### config.mk
export PLATFORM = sky130hd
export DESIGN_NAME = c3af_ctrl
export DESIGN_NICKNAME = d
export VERILOG_FILES = /design/src/hw/rtl/c3af_pkg.sv /design/src/hw/rtl/c3af_ctrl.sv
export SDC_FILE = /design/constraint.sdc
export NUM_CORES = 1
export LEC_CHECK = 0
export ABC_AREA = 0
export ABC_CLOCK_PERIOD_IN_PS = 1300
export BUFFER_PORTS_ARGS = -buffer_cell sky130_fd_sc_hd__clkbuf_2
export CAP_MARGIN = 20
export CORE_UTILIZATION = 44
export CTS_CLUSTER_SIZE = 12
export DETAILED_ROUTE_END_ITERATION = 7
export GPL_TIMING_DRIVEN = 1
export PLACE_DENSITY = 0.73
export SETUP_SLACK_MARGIN = 0.05
export SYNTH_ARGS = -nofsm -noshare
export SYNTH_HDL_FRONTEND = slang
export SYNTH_SLANG_ARGS = --single-unit
### constraint.sdc
create_clock -name i_clk -period 1.3 [get_ports i_clk]
set_input_delay 0.13 -clock i_clk [delete_from_list [all_inputs] [get_ports i_clk]]
set_output_delay 0.13 -clock i_clk [all_outputs]
set_load 0.02 [all_outputs]
### src/hw/rtl/c3af_pkg.sv
package c3af_pkg;

    localparam int NUM_TAPS  = 9;
    localparam int COEF_W    = 7;
    localparam int SUM_W     = 20;
    localparam int SUM_MAG_W = 18;
    localparam int CNT_W     = 24;
    localparam int LW_W      = 16;

    localparam logic [12:0] LINE_W_RST  = 13'd640;
    localparam logic [23:0] FRAME_RST   = 24'd307200;
    localparam logic [62:0] COEFS_RST   = 63'd72624976668147841;
    localparam logic [7:0]  DIVISOR_RST = 8'd9;

    typedef enum logic [1:0] {
        REG_LINE_WIDTH   = 2'd0,
        REG_FRAME_PIXELS = 2'd1,
        REG_KERNEL_COEFS = 2'd2,
        REG_DIVISOR      = 2'd3
    } t_reg_idx;

    typedef struct packed {
        logic       mode;
        logic [7:0] pixel_in;
    } t_in;

    typedef struct packed {
        logic [7:0] pixel_out;
        logic       frame_end;
    } t_out;

    typedef enum logic [2:0] {
        S_IDLE,
        S_PREP,
        S_CHECK,
        S_TAP,
        S_DIV,
        S_WRITE,
        S_OUT
    } t_state;

    typedef enum logic [1:0] {
        TAP_ZERO,
        TAP_MEM,
        TAP_BYPASS
    } t_tap_sel;

    typedef struct packed {
        logic       take;
        logic       prep;
        logic       tap_issue;
        logic [3:0] tap_idx;
        logic       acc_en;
        logic       div_init;
        logic       div_step;
        logic       write;
        logic       load_out;
    } t_cmd;

    typedef struct packed {
        logic emit;
        logic out_ready;
    } t_status;

endpackage

### src/hw/rtl/c3af_ctrl.sv
module c3af_ctrl (
    input  logic             i_clk,
    input  logic             i_rst_n,
    input  logic             i_in_valid,
    input  c3af_pkg::t_status i_status,
    output c3af_pkg::t_cmd   o_cmd,
    output logic             o_in_stall
);

    c3af_pkg::t_state r_state, n_state;
    logic [4:0]       r_cnt, n_cnt;

    always_ff @(posedge i_clk) begin
        if (!i_rst_n) begin
            r_state <= c3af_pkg::S_IDLE;
            r_cnt   <= '0;
        end else begin
            r_state <= n_state;
            r_cnt   <= n_cnt;
        end
    end

    always_comb begin
        n_state = r_state;
        n_cnt   = r_cnt;
        o_cmd   = '0;
        o_in_stall = 1'b1;
        unique case (r_state)
            c3af_pkg::S_IDLE: begin
                // hold off requests while reset is asserted
                if (i_rst_n) begin
                    o_in_stall = 1'b0;
                    if (i_in_valid) begin
                        o_cmd.take = 1'b1;
                        n_state    = c3af_pkg::S_PREP;
                    end
                end
            end
            c3af_pkg::S_PREP: begin
                o_cmd.prep = 1'b1;
                n_state    = c3af_pkg::S_CHECK;
            end
            c3af_pkg::S_CHECK: begin
                n_cnt = '0;
                if (i_status.emit) begin
                    n_state = c3af_pkg::S_TAP;
                end else begin
                    n_state = c3af_pkg::S_WRITE;
                end
            end
            c3af_pkg::S_TAP: begin
                // issue tap reads and accumulate each read in the following cycle
                o_cmd.tap_idx   = r_cnt[3:0];
                o_cmd.tap_issue = (r_cnt < 5'(c3af_pkg::NUM_TAPS));
                o_cmd.acc_en    = (r_cnt != '0);
                if (r_cnt == 5'(c3af_pkg::NUM_TAPS)) begin
                    n_cnt   = '0;
                    n_state = c3af_pkg::S_DIV;
                end else begin
                    n_cnt = r_cnt + 5'd1;
                end
            end
            c3af_pkg::S_DIV: begin
                o_cmd.div_init = (r_cnt == '0);
                o_cmd.div_step = (r_cnt != '0);
                if (r_cnt == 5'(c3af_pkg::SUM_MAG_W)) begin
                    n_cnt   = '0;
                    n_state = c3af_pkg::S_WRITE;
                end else begin
                    n_cnt = r_cnt + 5'd1;
                end
            end
            c3af_pkg::S_WRITE: begin
                o_cmd.write = 1'b1;
                if (i_status.emit) begin
                    n_state = c3af_pkg::S_OUT;
                end else begin
                    n_state = c3af_pkg::S_IDLE;
                end
            end
            c3af_pkg::S_OUT: begin
                if (i_status.out_ready) begin
                    o_cmd.load_out = 1'b1;
                    n_state        = c3af_pkg::S_IDLE;
                end
            end
            default: begin
                n_state = c3af_pkg::S_IDLE;
            end
        endcase
    end

endmodule

==> summary.txt <==
Routing
  – DRC Markers: 0
  – Post-route ant nets: 0
  – 1st-pass router iterations: 4
  – Vias per std cell: 6.52
  – WL/cell: 21.5 µm
  – Vias: 893
  – DR iter-0 viols: 30
  – WL final: 2950 µm

Critical path
  – WP data arrival: 1.78 ns
  – Startpoint Class: flip-flop
  – Req. time, crit path: 1.49 ns
  – CP endpoint kind: flip-flop
  – Worst-path fanout max: 8
  – Setup CP Type: flip-flop to flip-flop
  – R2R depth: 7

Pwr
  – P_leak: 0.558 nW
  – NetSw: 0.317 mW
  – Cell Pwr Density: 714 nW/µm²
  – Sw frac: 0.362
  – Reg power frac: 0.307
  – Power, Total: 0.875 mW
  – Logic pwr share: 0.433
  – Cell Int Power: 0.558 mW
  – Worst VDD drop: 0.000690 V
  – Share of total power in the clock network: 0.260

Timing
  – Slew @ Worst Pin: 0.318 ns
  – Final hold vios: 0
  – Final setup fails: 18
  – Clk_skew: 0.00476 ns
  – RSZ-0062 raised after global routing: true
  – Hold slack: 0.230 ns
  – Slew margin rel.: 0.788
  – Min Clock Period, post-route: 1.59 ns
  – Max Slew Vio Count: 0
  – Final Worst Setup Slack: -0.287 ns
  – Fin crit share: 1.22
  – Fmax: 630 MHz

Floorplan
  – Chip width: 40.0 µm
  – Core region area: 1320 µm²
  – I/O pin total: 18
  – Die footprint: 1600 µm²
  – Die Span Y: 40.0 µm
  – Initial core utilization: 0.481
  – Core Rows: 13

Cells and area
  – Util after Layout: 0.931
  – Ant. Diodes: 0
  – Design area: 1230 µm²
  – Share of cells above drive strength 1: 0.656
  – Nets: 132
  – Synth-to-Final Area Change: 93.3%

Placed design
  – Input/output buffers: 17
  – Dpl hpwl: 1250 µm
  – Place WS: -0.0578 ns
  – GPL Wtd Cong: 0.793
  – Placement Cell Area: 852 µm²

Global routing
  – Maximum number of pins on one net before global-route repair: 10
  – First-pass GRT wire length: 3620 µm
  – Total Routing Usage GR: 0.354
  – Antenna violations before repair: 0
  – Grt ovf: 0
  – Vias in the first global route: 775

Clock tree
  – Clk_lat worst skew: 0.27 ns
  – CTS tree: built
  – Root buffer cell: clkbuf_4
  – H-tree levels: 1
  – Reg clk slew, reported paths: 0.07 ns
  – Clk sinks: 8
  – CTS buffer count: 3
  – CTS max path bufs: 2

Outcome
  – Failing checks: negative setup slack
  – Run status: complete, but fails checks

Synth
  – Post-Synthesis Cells: 79
  – Syn nets: 88
  – #FFs+latches synth: 8
  – Ys Warns: 0
  – Area contributors post-synth: dfxtp_1, ha_1, nor2_1, a31oi_1, nor3b_1
  – Netlist cell types: 32
  – Area share of the largest cell type after synthesis: 0.252
  – Mapped Area: 634 µm²
  – Leading area contributor after synthesis: dfxtp_1
  – Sequential-to-total area share from yosys stat: 0.252
  – Syn Area/Cell: 8.03 µm²

Job
  – Max Cap Violations: 0

Min path
  – Cell depth of the worst hold path: 3
  – Hold Path Class: input port to flip-flop
[cell families after synthesis]
logic type                 share of synthesized area
DFF                                            0.252
AOI/OAI and AO/OA                              0.227
muxes                                         0.0316
and+or+nand+nor                                0.343
adders and majority gates                     0.0789
buffers and inverters                         0.0671
[what timing repair did]
action / CTS / global route
buffers inserted: 10 / 3
gates resized for setup: 47 / 33
endpoints found under the setup margin: 21 / 21
gates cloned: 0 / 0
hold buffers: 0 / 0
pin swaps: 13 / 4
[through the flow]
step | instances | TNS [ns]
after floorplan | 79 | -0.0871
after global placement | 120 | -0.0711
after detailed placement | 120 | -0.192
after CTS | 134 | -1.81
after global routing | 137 | -3.63
final | 137 | -2.72
[state kept, by name, indices dropped and copies added, names as in the netlist]
register / flops
r_cnt: 5
r_state: 3
[worst paths after layout]
path                                   end        start  slack, ns
worst max-delay path              r_cnt[2]     r_cnt[1]      -0.29
worst min-delay path            r_state[2]  i_status[1]       0.23
worst max register to register    r_cnt[2]     r_cnt[1]      -0.29
worst min register to register    r_cnt[4]     r_cnt[4]       0.61
[power by group through the flow]
stage / clock (mW) / sequential (mW) / combinational, mW
6_report: 0.228 / 0.269 / 0.379
5_1_grt: 0.234 / 0.270 / 0.392
4_1_cts: 0.216 / 0.267 / 0.300
3_5_place_dp: 0 / 0.271 / 0.213
3_3_place_gp: 0 / 0.271 / 0.208
2_1_floorplan: 0 / 0.276 / 0.136
[cell usage after synthesis (all sizes together)]
cell type and count:
nor2 13, dfxtp 8, a31oi 6, inv 5
a21oi 4, ha 4, nand2 4, and2 3
and3 3, nor3b 3, a2bb2oi 2, and4bb 2
buf 2, clkbuf 2, mux2i 2, nand3b 2
nor3 2, a211oi 1, a21o 1, a22o 1
a22oi 1, a311oi 1, nand2b 1, nand3 1
nand4bb 1, nor4b 1, o22ai 1, o31a 1
or3b 1
[worst max-delay path: stages (launching register included)]
cell and delay [ns]:
dfxtp_4 0.37, inv_4 0.05, buf_6 0.11, ha_4 0.15, and4bb_2 0.26, o22ai_4 0.26
a31oi_1 0.14, a31oi_1 0.16
[routing by layer]
metal / track usage / up-vias / wire [µm] / part of all wire
li1: - / 379 / - / -
met1: 0.388 / 417 / 1070 / 0.36
met2: 0.645 / 76 / 1460 / 0.49
met3: 0.0389 / 21 / 251 / 0.085
met4: 0.207 / 0 / 172 / 0.058
met5: 0 / - / 0 / 0
[cell type report]
class / count / area, µm²
timing repair buffer: 43 / 397
multi-input combinational: 62 / 578
fill: 40 / 91.3
inverter: 5 / 31.3
clock buffer: 4 / 26.3
sequential: 8 / 175
tap: 15 / 18.8
[placed cells by master, fill, tap and decap left out, types with 2 or more instances in the layout]
cell type and count:
dfxtp_2 3, dfxtp_4 3, a21oi_1 4, nor2_4 3, inv_4 2, inv_1 2
and2_4 3, clkbuf_4 3, a31oi_1 6, nor3_2 2, buf_8 6, nand2_1 4
mux2i_1 2, ha_4 2, dfxtp_1 2, and4bb_2 2, clkbuf_2 4, nor2_2 2
nor2_1 8, buf_4 21, and3_1 2, nor3b_2 2, buf_6 11
No activity file was read; power rests on OpenSTA's default activity.
